--- src/hdl/atc_pkg.sv ---
// Shared widths, command codes, register indexes and reset values
// for the audio transport clock. No dependencies.
package atc_pkg;

   // Width of the internal sample counter and tick saturation point.
   localparam int POSITION_BITS = 48;

   // Fixed field widths.
   localparam int QW          = 48;
   localparam int CMD_W       = 3;
   localparam int NSAMP_W     = 16;
   localparam int RATE_W      = 19;
   localparam int BPM_W       = 10;
   localparam int TPQ_W       = 16;
   localparam int BPB_W       = 6;
   localparam int NOTE_W      = 6;
   localparam int CSR_IDX_W   = 3;
   localparam int CSR_DATA_W  = 19;
   localparam int BAR_W       = 32;
   localparam int BEAT_W      = 6;

   // Datapath widths.
   localparam int TW      = (POSITION_BITS > QW) ? POSITION_BITS : QW;
   localparam int HALF_W  = (TW + 1) / 2;
   localparam int KW      = TPQ_W + BPM_W;       // ticks_per_quarter * tempo
   localparam int R60_W   = RATE_W + 6;          // sample_rate * 60
   localparam int SPBN_W  = R60_W + NOTE_W;      // samples-per-beat numerator
   localparam int SPB_W   = SPBN_W - 2;          // divided by at least 4
   localparam int DEN_W   = SPB_W + BPB_W;       // widest divisor (bar length)
   localparam int NUM_W   = TW + KW;             // widest dividend
   localparam int CNT_W   = $clog2(NUM_W + 1);

   localparam logic [R60_W-1:0]         SECONDS_PER_MIN = R60_W'(60);
   localparam logic [POSITION_BITS-1:0] POS_MAX         = '1;
   localparam logic [BAR_W-1:0]         BAR_MAX         = '1;

   // Commands.
   localparam logic [CMD_W-1:0] CMD_ADVANCE = 3'd0;
   localparam logic [CMD_W-1:0] CMD_START   = 3'd1;
   localparam logic [CMD_W-1:0] CMD_STOP    = 3'd2;
   localparam logic [CMD_W-1:0] CMD_CLEAR   = 3'd3;
   localparam logic [CMD_W-1:0] CMD_QUERY   = 3'd4;

   // Register indexes.
   localparam logic [CSR_IDX_W-1:0] CSR_SAMPLE_RATE = 3'd0;
   localparam logic [CSR_IDX_W-1:0] CSR_TEMPO_BPM   = 3'd1;
   localparam logic [CSR_IDX_W-1:0] CSR_TPQ         = 3'd2;
   localparam logic [CSR_IDX_W-1:0] CSR_BEATS_BAR   = 3'd3;
   localparam logic [CSR_IDX_W-1:0] CSR_BEAT_NOTE   = 3'd4;

   // Register reset values.
   localparam logic [RATE_W-1:0] RATE_RST = 19'd48000;
   localparam logic [BPM_W-1:0]  BPM_RST  = 10'd120;
   localparam logic [TPQ_W-1:0]  TPQ_RST  = 16'd480;
   localparam logic [BPB_W-1:0]  BPB_RST  = 6'd4;
   localparam logic [NOTE_W-1:0] NOTE_RST = 6'd4;

endpackage

--- src/hdl/audio_transport_clock.sv ---
// Audio transport clock: sample counter, tick position, bar and beat. Needs atc_pkg, atc_div.
// A full conversion takes five passes of NUM_W steps through the shared divider; a zero
//   rate, tempo, resolution or note value skips them and goes straight to the output step.
// One command at a time; the next command enters once the result is in the
//   output register, even while that result waits.
// Reset: synchronous; counter and run flag clear, registers load defaults.
module audio_transport_clock (
   input  logic                           clock,
   input  logic                           reset,
   // configuration writes
   input  logic                           csr_we,
   input  logic [atc_pkg::CSR_IDX_W-1:0]  csr_index,
   input  logic [atc_pkg::CSR_DATA_W-1:0] csr_wdata,
   // command channel
   input  logic                           req_valid,
   output logic                           req_ready,
   input  logic [atc_pkg::CMD_W-1:0]      req_command,
   input  logic [atc_pkg::NSAMP_W-1:0]    req_num_samples,
   input  logic [atc_pkg::QW-1:0]         req_query_ticks,
   // result channel
   output logic                           rsp_valid,
   input  logic                           rsp_ready,
   output logic [atc_pkg::QW-1:0]         rsp_sample_position,
   output logic [atc_pkg::QW-1:0]         rsp_tick_position,
   output logic [atc_pkg::BAR_W-1:0]      rsp_bar_number,
   output logic [atc_pkg::BEAT_W-1:0]     rsp_beat_number,
   output logic                           rsp_is_running
);
   import atc_pkg::*;

   // Sequencer steps. Each *_WAIT step holds until the divider finishes.
   typedef enum logic [3:0] {
      ST_IDLE,
      ST_TMUL_LO,    // low half of samples * (tpq * bpm)
      ST_TMUL_HI,    // high half, then divide by 60 * rate
      ST_TDIV_WAIT,  // ticks ready; start samples-per-beat division
      ST_SPB_WAIT,   // samples per beat ready
      ST_LEN,        // bar length = samples per beat * beats per bar
      ST_SMUL_LO,    // low half of ticks * (60 * rate)
      ST_SMUL_HI,    // high half, then divide by tpq * bpm
      ST_SDIV_WAIT,  // sample position of the ticks; divide by bar length
      ST_BDIV_WAIT,  // bar ready; divide remainder by samples per beat
      ST_BEAT_WAIT,  // beat ready
      ST_DONE        // hand the result to the output register
   } state_type;

   state_type state_ff;

   // configuration
   logic [RATE_W-1:0] cfg_rate_ff;
   logic [BPM_W-1:0]  cfg_bpm_ff;
   logic [TPQ_W-1:0]  cfg_tpq_ff;
   logic [BPB_W-1:0]  cfg_bpb_ff;
   logic [NOTE_W-1:0] cfg_note_ff;

   // transport state
   logic [POSITION_BITS-1:0] count_ff;
   logic                     run_ff;
   logic [POSITION_BITS-1:0] count_in;
   logic                     run_in;
   logic [POSITION_BITS:0]   count_sum;

   // per-command working registers
   logic [CMD_W-1:0]         cmd_ff;
   logic [QW-1:0]            query_ff;
   logic [KW-1:0]            k_ff;
   logic [R60_W-1:0]         r60_ff;
   logic [HALF_W+KW-1:0]     prod_ff;
   logic [TW-1:0]            tsrc_ff;
   logic [SPB_W-1:0]         spb_ff;
   logic [DEN_W-1:0]         len_ff;
   logic [POSITION_BITS-1:0] ticks_ff;
   logic [BAR_W-1:0]         bar_ff;
   logic [BEAT_W-1:0]        beat_ff;

   // divider hookup
   logic [NUM_W-1:0] div_num_ff;
   logic [DEN_W-1:0] div_den_ff;
   logic             div_go_ff;
   logic             div_done;
   logic [NUM_W-1:0] div_quo;
   logic [DEN_W-1:0] div_rem;

   // output register
   logic              rsp_valid_ff;
   logic [QW-1:0]     rsp_sample_ff;
   logic [QW-1:0]     rsp_tick_ff;
   logic [BAR_W-1:0]  rsp_bar_ff;
   logic [BEAT_W-1:0] rsp_beat_ff;
   logic              rsp_run_ff;

   // combinational helpers
   logic                     settings_ok;
   logic [TW-1:0]            mul_src;
   logic [HALF_W-1:0]        mul_a;
   logic [KW-1:0]            mul_b;
   logic [HALF_W+KW-1:0]     mul_p;
   logic [NUM_W-1:0]         mul_acc;
   logic [SPBN_W-1:0]        spb_num;
   logic [DEN_W-1:0]         len_prod;
   logic [POSITION_BITS-1:0] ticks_sat;
   logic [BAR_W-1:0]         bar_in;

   atc_div u_div (
      .clock (clock),
      .reset (reset),
      .go    (div_go_ff),
      .num   (div_num_ff),
      .den   (div_den_ff),
      .done  (div_done),
      .quo   (div_quo),
      .rem   (div_rem)
   );

   // Any zero among rate, tempo, resolution and note value disables conversions.
   assign settings_ok = (cfg_rate_ff != '0) && (cfg_bpm_ff != '0) &&
                        (cfg_tpq_ff != '0) && (cfg_note_ff != '0);

   // Apply the command to the counter and run flag; the counter saturates.
   always_comb begin
      count_sum = {1'b0, count_ff} + (POSITION_BITS + 1)'(req_num_samples);
      count_in  = count_ff;
      run_in    = run_ff;
      case (req_command)
         CMD_ADVANCE: begin
            if (run_ff) begin
               count_in = count_sum[POSITION_BITS] ? POS_MAX : count_sum[POSITION_BITS-1:0];
            end
         end
         CMD_START: run_in   = 1'b1;
         CMD_STOP:  run_in   = 1'b0;
         CMD_CLEAR: count_in = '0;
         default:   ;
      endcase
   end

   // One half-width multiplier serves both wide products, low half first.
   always_comb begin
      mul_src = (state_ff inside {ST_TMUL_LO, ST_TMUL_HI}) ? TW'(count_ff) : tsrc_ff;
      mul_b   = (state_ff inside {ST_TMUL_LO, ST_TMUL_HI}) ? k_ff : KW'(r60_ff);
      mul_a   = (state_ff inside {ST_TMUL_HI, ST_SMUL_HI}) ? HALF_W'(mul_src >> HALF_W)
                                                            : mul_src[HALF_W-1:0];
      mul_p   = (HALF_W + KW)'(mul_a) * (HALF_W + KW)'(mul_b);
      mul_acc = NUM_W'(prod_ff) + (NUM_W'(mul_p) << HALF_W);
   end

   assign spb_num  = SPBN_W'(r60_ff) * SPBN_W'(cfg_note_ff);
   assign len_prod = DEN_W'(spb_ff) * DEN_W'(cfg_bpb_ff);

   // Ticks saturate at the top of the position range.
   assign ticks_sat = (|div_quo[NUM_W-1:POSITION_BITS]) ? POS_MAX
                                                        : div_quo[POSITION_BITS-1:0];

   // One-based bar, pinned at all ones.
   assign bar_in = ((|div_quo[NUM_W-1:BAR_W]) || (div_quo[BAR_W-1:0] == BAR_MAX)) ?
                   BAR_MAX : div_quo[BAR_W-1:0] + BAR_W'(1);

   always_ff @(posedge clock) begin
      if (reset) begin
         state_ff     <= ST_IDLE;
         rsp_valid_ff <= 1'b0;
         div_go_ff    <= 1'b0;
         count_ff     <= '0;
         run_ff       <= 1'b0;
         cfg_rate_ff  <= RATE_RST;
         cfg_bpm_ff   <= BPM_RST;
         cfg_tpq_ff   <= TPQ_RST;
         cfg_bpb_ff   <= BPB_RST;
         cfg_note_ff  <= NOTE_RST;
      end else begin
         div_go_ff <= 1'b0;

         // Register writes; unknown indexes drop.
         if (csr_we) begin
            case (csr_index)
               CSR_SAMPLE_RATE: cfg_rate_ff <= csr_wdata[RATE_W-1:0];
               CSR_TEMPO_BPM:   cfg_bpm_ff  <= csr_wdata[BPM_W-1:0];
               CSR_TPQ:         cfg_tpq_ff  <= csr_wdata[TPQ_W-1:0];
               CSR_BEATS_BAR:   cfg_bpb_ff  <= csr_wdata[BPB_W-1:0];
               CSR_BEAT_NOTE:   cfg_note_ff <= csr_wdata[NOTE_W-1:0];
               default:         ;
            endcase
         end

         // Release the output register once its beat is taken; the last step
         // reloads it on its own.
         if (rsp_valid_ff && rsp_ready && (state_ff != ST_DONE)) begin
            rsp_valid_ff <= 1'b0;
         end

         case (state_ff)
            ST_IDLE: begin
               if (req_valid) begin
                  count_ff <= count_in;
                  run_ff   <= run_in;
                  cmd_ff   <= req_command;
                  query_ff <= req_query_ticks;
                  k_ff     <= KW'(cfg_tpq_ff) * KW'(cfg_bpm_ff);
                  r60_ff   <= R60_W'(cfg_rate_ff) * SECONDS_PER_MIN;
                  state_ff <= ST_TMUL_LO;
               end
            end
            ST_TMUL_LO: begin
               if (!settings_ok) begin
                  // report zeros for ticks, bar and beat
                  ticks_ff <= '0;
                  bar_ff   <= '0;
                  beat_ff  <= '0;
                  state_ff <= ST_DONE;
               end else begin
                  prod_ff  <= mul_p;
                  state_ff <= ST_TMUL_HI;
               end
            end
            ST_TMUL_HI: begin
               div_num_ff <= mul_acc;
               div_den_ff <= DEN_W'(r60_ff);
               div_go_ff  <= 1'b1;
               state_ff   <= ST_TDIV_WAIT;
            end
            ST_TDIV_WAIT: begin
               if (div_done) begin
                  ticks_ff   <= ticks_sat;
                  // a query converts its own ticks, everything else the current ones
                  tsrc_ff    <= (cmd_ff == CMD_QUERY) ? TW'(query_ff) : TW'(ticks_sat);
                  div_num_ff <= NUM_W'(spb_num);
                  div_den_ff <= DEN_W'(cfg_bpm_ff) << 2;  // tempo * 4
                  div_go_ff  <= 1'b1;
                  state_ff   <= ST_SPB_WAIT;
               end
            end
            ST_SPB_WAIT: begin
               if (div_done) begin
                  spb_ff <= div_quo[SPB_W-1:0];
                  if ((div_quo[SPB_W-1:0] == '0) || (cfg_bpb_ff == '0)) begin
                     // zero beat or bar length: no bar and beat
                     bar_ff   <= '0;
                     beat_ff  <= '0;
                     state_ff <= ST_DONE;
                  end else begin
                     state_ff <= ST_LEN;
                  end
               end
            end
            ST_LEN: begin
               len_ff   <= len_prod;
               state_ff <= ST_SMUL_LO;
            end
            ST_SMUL_LO: begin
               prod_ff  <= mul_p;
               state_ff <= ST_SMUL_HI;
            end
            ST_SMUL_HI: begin
               div_num_ff <= mul_acc;
               div_den_ff <= DEN_W'(k_ff);
               div_go_ff  <= 1'b1;
               state_ff   <= ST_SDIV_WAIT;
            end
            ST_SDIV_WAIT: begin
               if (div_done) begin
                  div_num_ff <= div_quo;
                  div_den_ff <= len_ff;
                  div_go_ff  <= 1'b1;
                  state_ff   <= ST_BDIV_WAIT;
               end
            end
            ST_BDIV_WAIT: begin
               if (div_done) begin
                  bar_ff     <= bar_in;
                  div_num_ff <= NUM_W'(div_rem);
                  div_den_ff <= DEN_W'(spb_ff);
                  div_go_ff  <= 1'b1;
                  state_ff   <= ST_BEAT_WAIT;
               end
            end
            ST_BEAT_WAIT: begin
               if (div_done) begin
                  beat_ff  <= div_quo[BEAT_W-1:0] + BEAT_W'(1);
                  state_ff <= ST_DONE;
               end
            end
            ST_DONE: begin
               // hold until the output register is free
               if (!rsp_valid_ff || rsp_ready) begin
                  rsp_valid_ff  <= 1'b1;
                  rsp_sample_ff <= QW'(count_ff);
                  rsp_tick_ff   <= QW'(ticks_ff);
                  rsp_bar_ff    <= bar_ff;
                  rsp_beat_ff   <= beat_ff;
                  rsp_run_ff    <= run_ff;
                  state_ff      <= ST_IDLE;
               end
            end
            default: state_ff <= ST_IDLE;
         endcase
      end
   end

   assign req_ready           = (state_ff == ST_IDLE);
   assign rsp_valid           = rsp_valid_ff;
   assign rsp_sample_position = rsp_sample_ff;
   assign rsp_tick_position   = rsp_tick_ff;
   assign rsp_bar_number      = rsp_bar_ff;
   assign rsp_beat_number     = rsp_beat_ff;
   assign rsp_is_running      = rsp_run_ff;

endmodule

--- src/hdl/atc_div.sv ---
// Restoring divider, one quotient bit per cycle, shared by all conversions.
// Depends on atc_pkg for dividend and divisor widths.
module atc_div (
   input  logic                       clock,
   input  logic                       reset,
   input  logic                       go,
   input  logic [atc_pkg::NUM_W-1:0]  num,
   input  logic [atc_pkg::DEN_W-1:0]  den,
   output logic                       done,
   output logic [atc_pkg::NUM_W-1:0]  quo,
   output logic [atc_pkg::DEN_W-1:0]  rem
);
   import atc_pkg::*;

   logic [NUM_W-1:0] n_ff;
   logic [DEN_W-1:0] r_ff;
   logic [DEN_W-1:0] den_ff;
   logic [CNT_W-1:0] cnt_ff;
   logic             busy_ff;
   logic             done_ff;

   logic [DEN_W:0]   trial;
   logic [DEN_W:0]   diff;
   logic             fits;

   always_comb begin
      trial = {r_ff, n_ff[NUM_W-1]};
      fits  = trial >= {1'b0, den_ff};
      diff  = trial - {1'b0, den_ff};
   end

   always_ff @(posedge clock) begin
      if (reset) begin
         busy_ff <= 1'b0;
         done_ff <= 1'b0;
      end else begin
         done_ff <= 1'b0;
         if (go) begin
            n_ff    <= num;
            r_ff    <= '0;
            den_ff  <= den;
            cnt_ff  <= CNT_W'(NUM_W);
            busy_ff <= 1'b1;
         end else if (busy_ff) begin
            // shift in the next dividend bit, subtract when it fits
            n_ff   <= {n_ff[NUM_W-2:0], fits};
            r_ff   <= fits ? diff[DEN_W-1:0] : trial[DEN_W-1:0];
            cnt_ff <= cnt_ff - CNT_W'(1);
            if (cnt_ff == CNT_W'(1)) begin
               busy_ff <= 1'b0;
               done_ff <= 1'b1;
            end
         end
      end
   end

   assign done = done_ff;
   assign quo  = n_ff;
   assign rem  = r_ff;

endmodule

--- config.mk ---
export PLATFORM = sky130hd
export DESIGN_NAME = audio_transport_clock
export DESIGN_NICKNAME = d
export VERILOG_FILES = /design/src/hdl/atc_pkg.sv /design/src/hdl/audio_transport_clock.sv /design/src/hdl/atc_div.sv
export SDC_FILE = /design/constraint.sdc
export NUM_CORES = 2
export LEC_CHECK = 0
export ABC_AREA = 1
export BUFFER_PORTS_ARGS = -buffer_cell sky130_fd_sc_hd__buf_2
export CORE_UTILIZATION = 35
export DETAILED_ROUTE_END_ITERATION = 6
export SETUP_SLACK_MARGIN = 0.4
export SLEW_MARGIN = 20
export SYNTH_ARGS = -nofsm -noshare
export SYNTH_HDL_FRONTEND = slang
export SYNTH_HIERARCHICAL = 1
export SYNTH_SLANG_ARGS = --single-unit
export TNS_END_PERCENT = 5
--- constraint.sdc ---
create_clock -name clock -period 24.7 [get_ports clock]
set_input_delay 3.705 -clock clock [delete_from_list [all_inputs] [get_ports clock]]
set_output_delay 3.705 -clock clock [all_outputs]
set_load 0.01 [all_outputs]
-- After elaboration in Yosys (flattened, before gate mapping)
Index checks and enable logic that the tools add are counted.
- reductions and logical operators: 55
- multiply operators: 5
- bitwise gates (word level): 2
- equality and inequality tests: 33
- multiplexer cells: 57
- order comparisons: 1
- add/subtract/negate cells: 6
- operators with widths (kind ; count):
    2-to-1 mux 74 bit ; 5
    2-to-1 mux 48 bit ; 7
    one-hot mux 74 bit (4 select lines) ; 1
    one-hot mux 48 bit (2 select lines) ; 2
    2-to-1 mux 35 bit ; 5
    one-hot mux 35 bit (5 select lines) ; 1
    2-to-1 mux 32 bit ; 5
    one-hot mux 50 bit (2 select lines) ; 1
    one-hot mux 32 bit (3 select lines) ; 1
    adder 50 x 74 -> 74 bit ; 1
    multiplier 24 x 26 -> 50 bit ; 1
    2-to-1 mux 50 bit ; 1
    adder 48 x 16 -> 49 bit ; 1
    one-hot mux 4 bit (12 select lines) ; 1
    OR reduction 42 bit ; 1
    greater-or-equal comparator 36 x 35 -> 1 bit ; 1
    2-to-1 mux 4 bit ; 9
    multiplier 29 x 6 -> 35 bit ; 1
    subtractor 35 bit ; 1
    adder 32 x 1 -> 32 bit, second input constant ; 1
    == test 32 bit, second input constant ; 1
    logical NOT 29 bit ; 1
    multiplier 23 x 6 -> 29 bit ; 1
    multiplier 16 x 10 -> 26 bit ; 1
    other kinds (45) ; 108
- output and inout bits: 137
- input bits: 94
- logic and storage cells: 193
- bits in registers: 857

-- Depth between registers and ports, before layout
- depth after elaboration: 7
- gate-level depth with buffers: 51
- mapped depth without buffers: 49

-- Cells and area by module
The synthesis kept the hierarchy.
- by module, submodules not included (module ; instances ; cells an instance ; area each (um^2)):
    audio_transport_clock ; 1 ; 8002 ; 68902.3
    atc_div ; 1 ; 1163 ; 9245.1

-- Worst setup path after synthesis
Ideal clock, no wire load.
- path type: in2reg
- from: input reset
- to: register rsp_bar_ff[0], in the netlist rsp_bar_number[0], enable pin
- required time: 23.906 ns
- stages on the path: 3
- library setup time: 0.794 ns
- arrival time: 13.257 ns
- slack: 10.649 ns
- path buffers: 2
- cell sequence: clkbuf_1 -> clkbuf_1 -> nor3_1
- cells in the longest elaborated chain, start to end: 2
- ends and longest elaborated chain (element ; line ; source):
    start, declared ; audio_transport_clock.sv:9 ; input logic reset,
    NOT 1 bit (no source line) ; - ;
    AND reduction 3 bit (no source line) ; - ;
    end signal, assigned ; audio_transport_clock.sv:288 ; rsp_bar_ff <= bar_ff;
    end, declared ; audio_transport_clock.sv:88 ; logic [BAR_W-1:0] rsp_bar_ff;
No other way between the ends.
A chain may end at the register's enable or synchronous reset.

-- Worst setup path in the final report
- from: register state_ff[1]
- to: register div_num_ff[62] (data pin)
- cells in the longest elaborated chain, start to end: 7
- ends and longest elaborated chain (element ; line ; source):
    start, declared ; audio_transport_clock.sv:47 ; state_type state_ff;
    start signal, assigned ; audio_transport_clock.sv:160 ; state_ff <= ST_IDLE;
    start signal, assigned ; audio_transport_clock.sv:200 ; state_ff <= ST_TMUL_LO;
    start signal, assigned ; audio_transport_clock.sv:209 ; state_ff <= ST_DONE;
    == test 4 x 1 -> 1 bit or == test 4 x 2 -> 1 bit (tied branches) ; audio_transport_clock.sv:139, audio_transport_clock.sv:140, audio_transport_clock.sv:141 ;
    nonzero test 2 bit ; audio_transport_clock.sv:139, audio_transport_clock.sv:140 ;
    2-to-1 mux 48 bit ; audio_transport_clock.sv:139 ; mul_src = (state_ff inside {ST_TMUL_LO, ST_TMUL_HI}) ? TW'(count_ff) : tsrc_ff;
    2-to-1 mux 24 bit ; audio_transport_clock.sv:141 ; mul_a = (state_ff inside {ST_TMUL_HI, ST_SMUL_HI}) ? HALF_W'(mul_src >> HALF_W)
    multiplier 24 x 26 -> 50 bit (*) ; audio_transport_clock.sv:143 ; mul_p = (HALF_W + KW)'(mul_a) * (HALF_W + KW)'(mul_b);
    net mul_p[25] ; audio_transport_clock.sv:97 ; logic [HALF_W+KW-1:0] mul_p;
    adder 50 x 74 -> 74 bit (*) ; audio_transport_clock.sv:144 ; mul_acc = NUM_W'(prod_ff) + (NUM_W'(mul_p) << HALF_W);
    one-hot mux 74 bit (4 select lines) (*) ; audio_transport_clock.sv:191 ; case (state_ff)
    end signal, assigned ; audio_transport_clock.sv:216 ; div_num_ff <= mul_acc;
    end signal, assigned ; audio_transport_clock.sv:226 ; div_num_ff <= NUM_W'(spb_num);
    end signal, assigned ; audio_transport_clock.sv:254 ; div_num_ff <= mul_acc;
    end, declared ; audio_transport_clock.sv:77 ; logic [NUM_W-1:0] div_num_ff;
The timed path passes the listed nets; every way through them passes the cells marked *.

==> impl_metrics.yaml <==
clock_network:
  clk_latency_ps: 740
  cts_max_path_buffers: 3
  post_cts_buffers: 0
  hold_buffers: 0
  cts_tree: "built"
  clk_pin_slew_ps: 70
  htreeDepth: 3
  root_buffer: "clkbuf_16"
  cts_sinks: 857
  cts_buffers: 98
  cts_resized: 0
layout:
  finalNetCount: 10700
  drive_gt1_frac: 0.0789
  nFillCells: 22500
  area_delta_synth_final_pct: 9.88
placed_design:
  io_buffers: 230
  hpwlAfterDp_um: 219000
  gp_congestion: 0.982
floorplanning:
  die_width_um: 475
  die_area_mm2: 0.225
  row_count: 173
  start_util: 0.352
  die_h_um: 475
  ios: 231
  core_area_mm2: 0.222
synth:
  synth_commonest_cells: "2375 x nand2_1, 1712 x inv_1, 868 x fa_1"
  synth_top_area_share: 0.286
  yosys.area.top_type: "edfxtp_1"
  synthArstFlopShare: 0
  synth-main-ff-cell: "edfxtp_1"
  synthesis.area_mm2: 0.0781
  avgSynthCellArea_um2: 8.53
  synth-edff-count: 743
  synth_nets: 10600
  synth_cell_types: 70
  netlist_instances: 9165
  synth_seq_area_share: 0.315
  ys_ff_latch: 857
  yosysWarningCount: 6
  synthTopCellsByArea: "edfxtp_1 29%, fa_1 22%, nand2_1 11%"
  synth.most_common_cell: "nand2_1"
hold_path:
  hold_class: "reg -> reg"
setup_path:
  worstSetupPathType: "reg -> reg"
  worstPathArrival_ps: 11770
  slowest_delay_ps: 690
  crit_fanout: 75
  worstPathRequired_ps: 25110
  cp-end-kind: "register"
  crit_top_cell: "nand2_1"
  cp_slowest_cell: "buf_4"
  cp-start-kind: "register"
  reg2reg_slack_ps: 13340
timing:
  fin_skew_ps: 80.5
  tightestPinTransition_ps: 1150
  rsz0062_at_grt: "no"
  hold_viol: 0
  setup_violations: 0
  slew_violations: 0
  timing.final.crit_share: 0.460
  worst_slew_margin_rel: 0.224
  finalCriticalPeriod_ps: 11360
  setup_tns_ps: 0
  max_freq_mhz: 88.0
drt:
  drtPass1Iterations: 7
  avgRoutedWirePerCell_um: 22.3
  drtIter0Drc: 6459
  vias_per_cell: 5.15
  dr_total_vias: 63400
  final_antenna_net_count: 0
  routed_wl_um: 274000
  drc: 6
outcome:
  violations: "design-rule violations"
  run_status: "complete, but fails checks"
job:
  maxCapViolCount: 0
global_route:
  antenna_found_initial: 17
  grt-ovfl-total: 0
  grt_first_pass_wirelength_um: 406000
  grtUsageTotal: 0.242
  grt_start_max_net_pins: 97
  grt_pass1_vias: 62800
## critical path, delay by kind of cell, from the launching register on
kind	cells	cell delay (ps)
adder cells (fa/ha/maj)	9	4350
flip-flops	1	420
AO/OA/AOI/OAI	8	1510
AND/OR/NAND/NOR	15	1960
buffers and inverters	10	2420
XOR/XNOR	1	320
## cell usage in the layout (no fill, tap or decap), types with 31 or more instances in the layout
cell and count:
edfxtp_1 743, o21bai_1 44, nor2_1 801, clkbuf_16 101, a21oi_1 365, nand2_2 54
nor2_2 73, fa_1 868, nand3_1 235, dfxtp_1 109, xnor2_1 46, ha_1 433
o21ai_0 222, buf_4 85, a221oi_1 31, inv_2 32, nor3_1 72, o211ai_1 46
inv_1 1711, a31oi_1 75, buf_2 229, xor2_1 132, nand4_1 78, nand2_1 2374
## logic make-up (layout without fill, tap and decap cells)
kind of cell | after synthesis | count (layout) | share of synthesized area
buffers and inverters | 2077 | 2255 | 0.102
adder cells (fa/ha/maj) | 1301 | 1301 | 0.292
AO/OA/AOI/OAI | 938 | 938 | 0.0701
other | 0 | 4 | 0
XOR/XNOR | 178 | 178 | 0.0199
AND/OR/NAND/NOR | 3814 | 3814 | 0.201
flip-flops | 857 | 857 | 0.315
## flip-flops by register name, summed over array words and instances, names as in the netlist, 26 cells and up
signal and count:
k_ff 26, count_ff 48, query_ff 48, ticks_ff 48
tsrc_ff 48, u_div/quo 74, rsp_sample_position 48, spb_ff 29
u_div/den_ff 35, div_num_ff 74, rsp_bar_number 32, prod_ff 50
len_ff 35, bar_ff 32, rsp_tick_position 48, div_den_ff 35
u_div/rem 35
## final timing paths
check	start	to	cells past startpoint
worst max-delay path	state_ff[1]	div_num_ff[62]	43
worst min-delay path	div_den_ff[28]	u_div/den_ff[28]	0
worst max register to register	state_ff[1]	div_num_ff[62]	43
worst min register to register	div_den_ff[28]	u_div/den_ff[28]	0
## metrics by stage
step	instance area, µm²	setup slack, ps	std cells	hold WS (ps)	utilization
floorplan	78100	10650	9165	400	-
global placement	82500	13590	12100	402	0.371
detailed placement	82500	13540	12100	405	0.371
CTS	85800	13430	12300	414	0.386
global route	85900	12700	12300	419	0.387
finish	85900	13340	12300	416	0.387
## layer usage
layer / part of all wire / wire length, µm / vias up / GRT usage
met5: 0.00043 / 119 / - / 0
met4: 0.044 / 12100 / 18 / 0.0970
met3: 0.091 / 24900 / 486 / 0.0466
met2: 0.44 / 120000 / 2963 / 0.373
met1: 0.43 / 117000 / 31100 / 0.333
li1: - / - / 28800 / -
## layout make-up
cell class              count  area [µm²]  area share
flip-flops and latches    857       24600       0.287
repair buffers            314        1780      0.0208
clock buffers             126        2700      0.0315
inverters                1755        6600      0.0768
diodes                      4        10.0    0.000117
clock inverters            60         673     0.00784
multi-input cells        6231       45800       0.533
well taps                2975        3720      0.0434
Power is not shown: default switching activity piles up to over one toggle a cycle in this logic, so the estimate is an artifact.
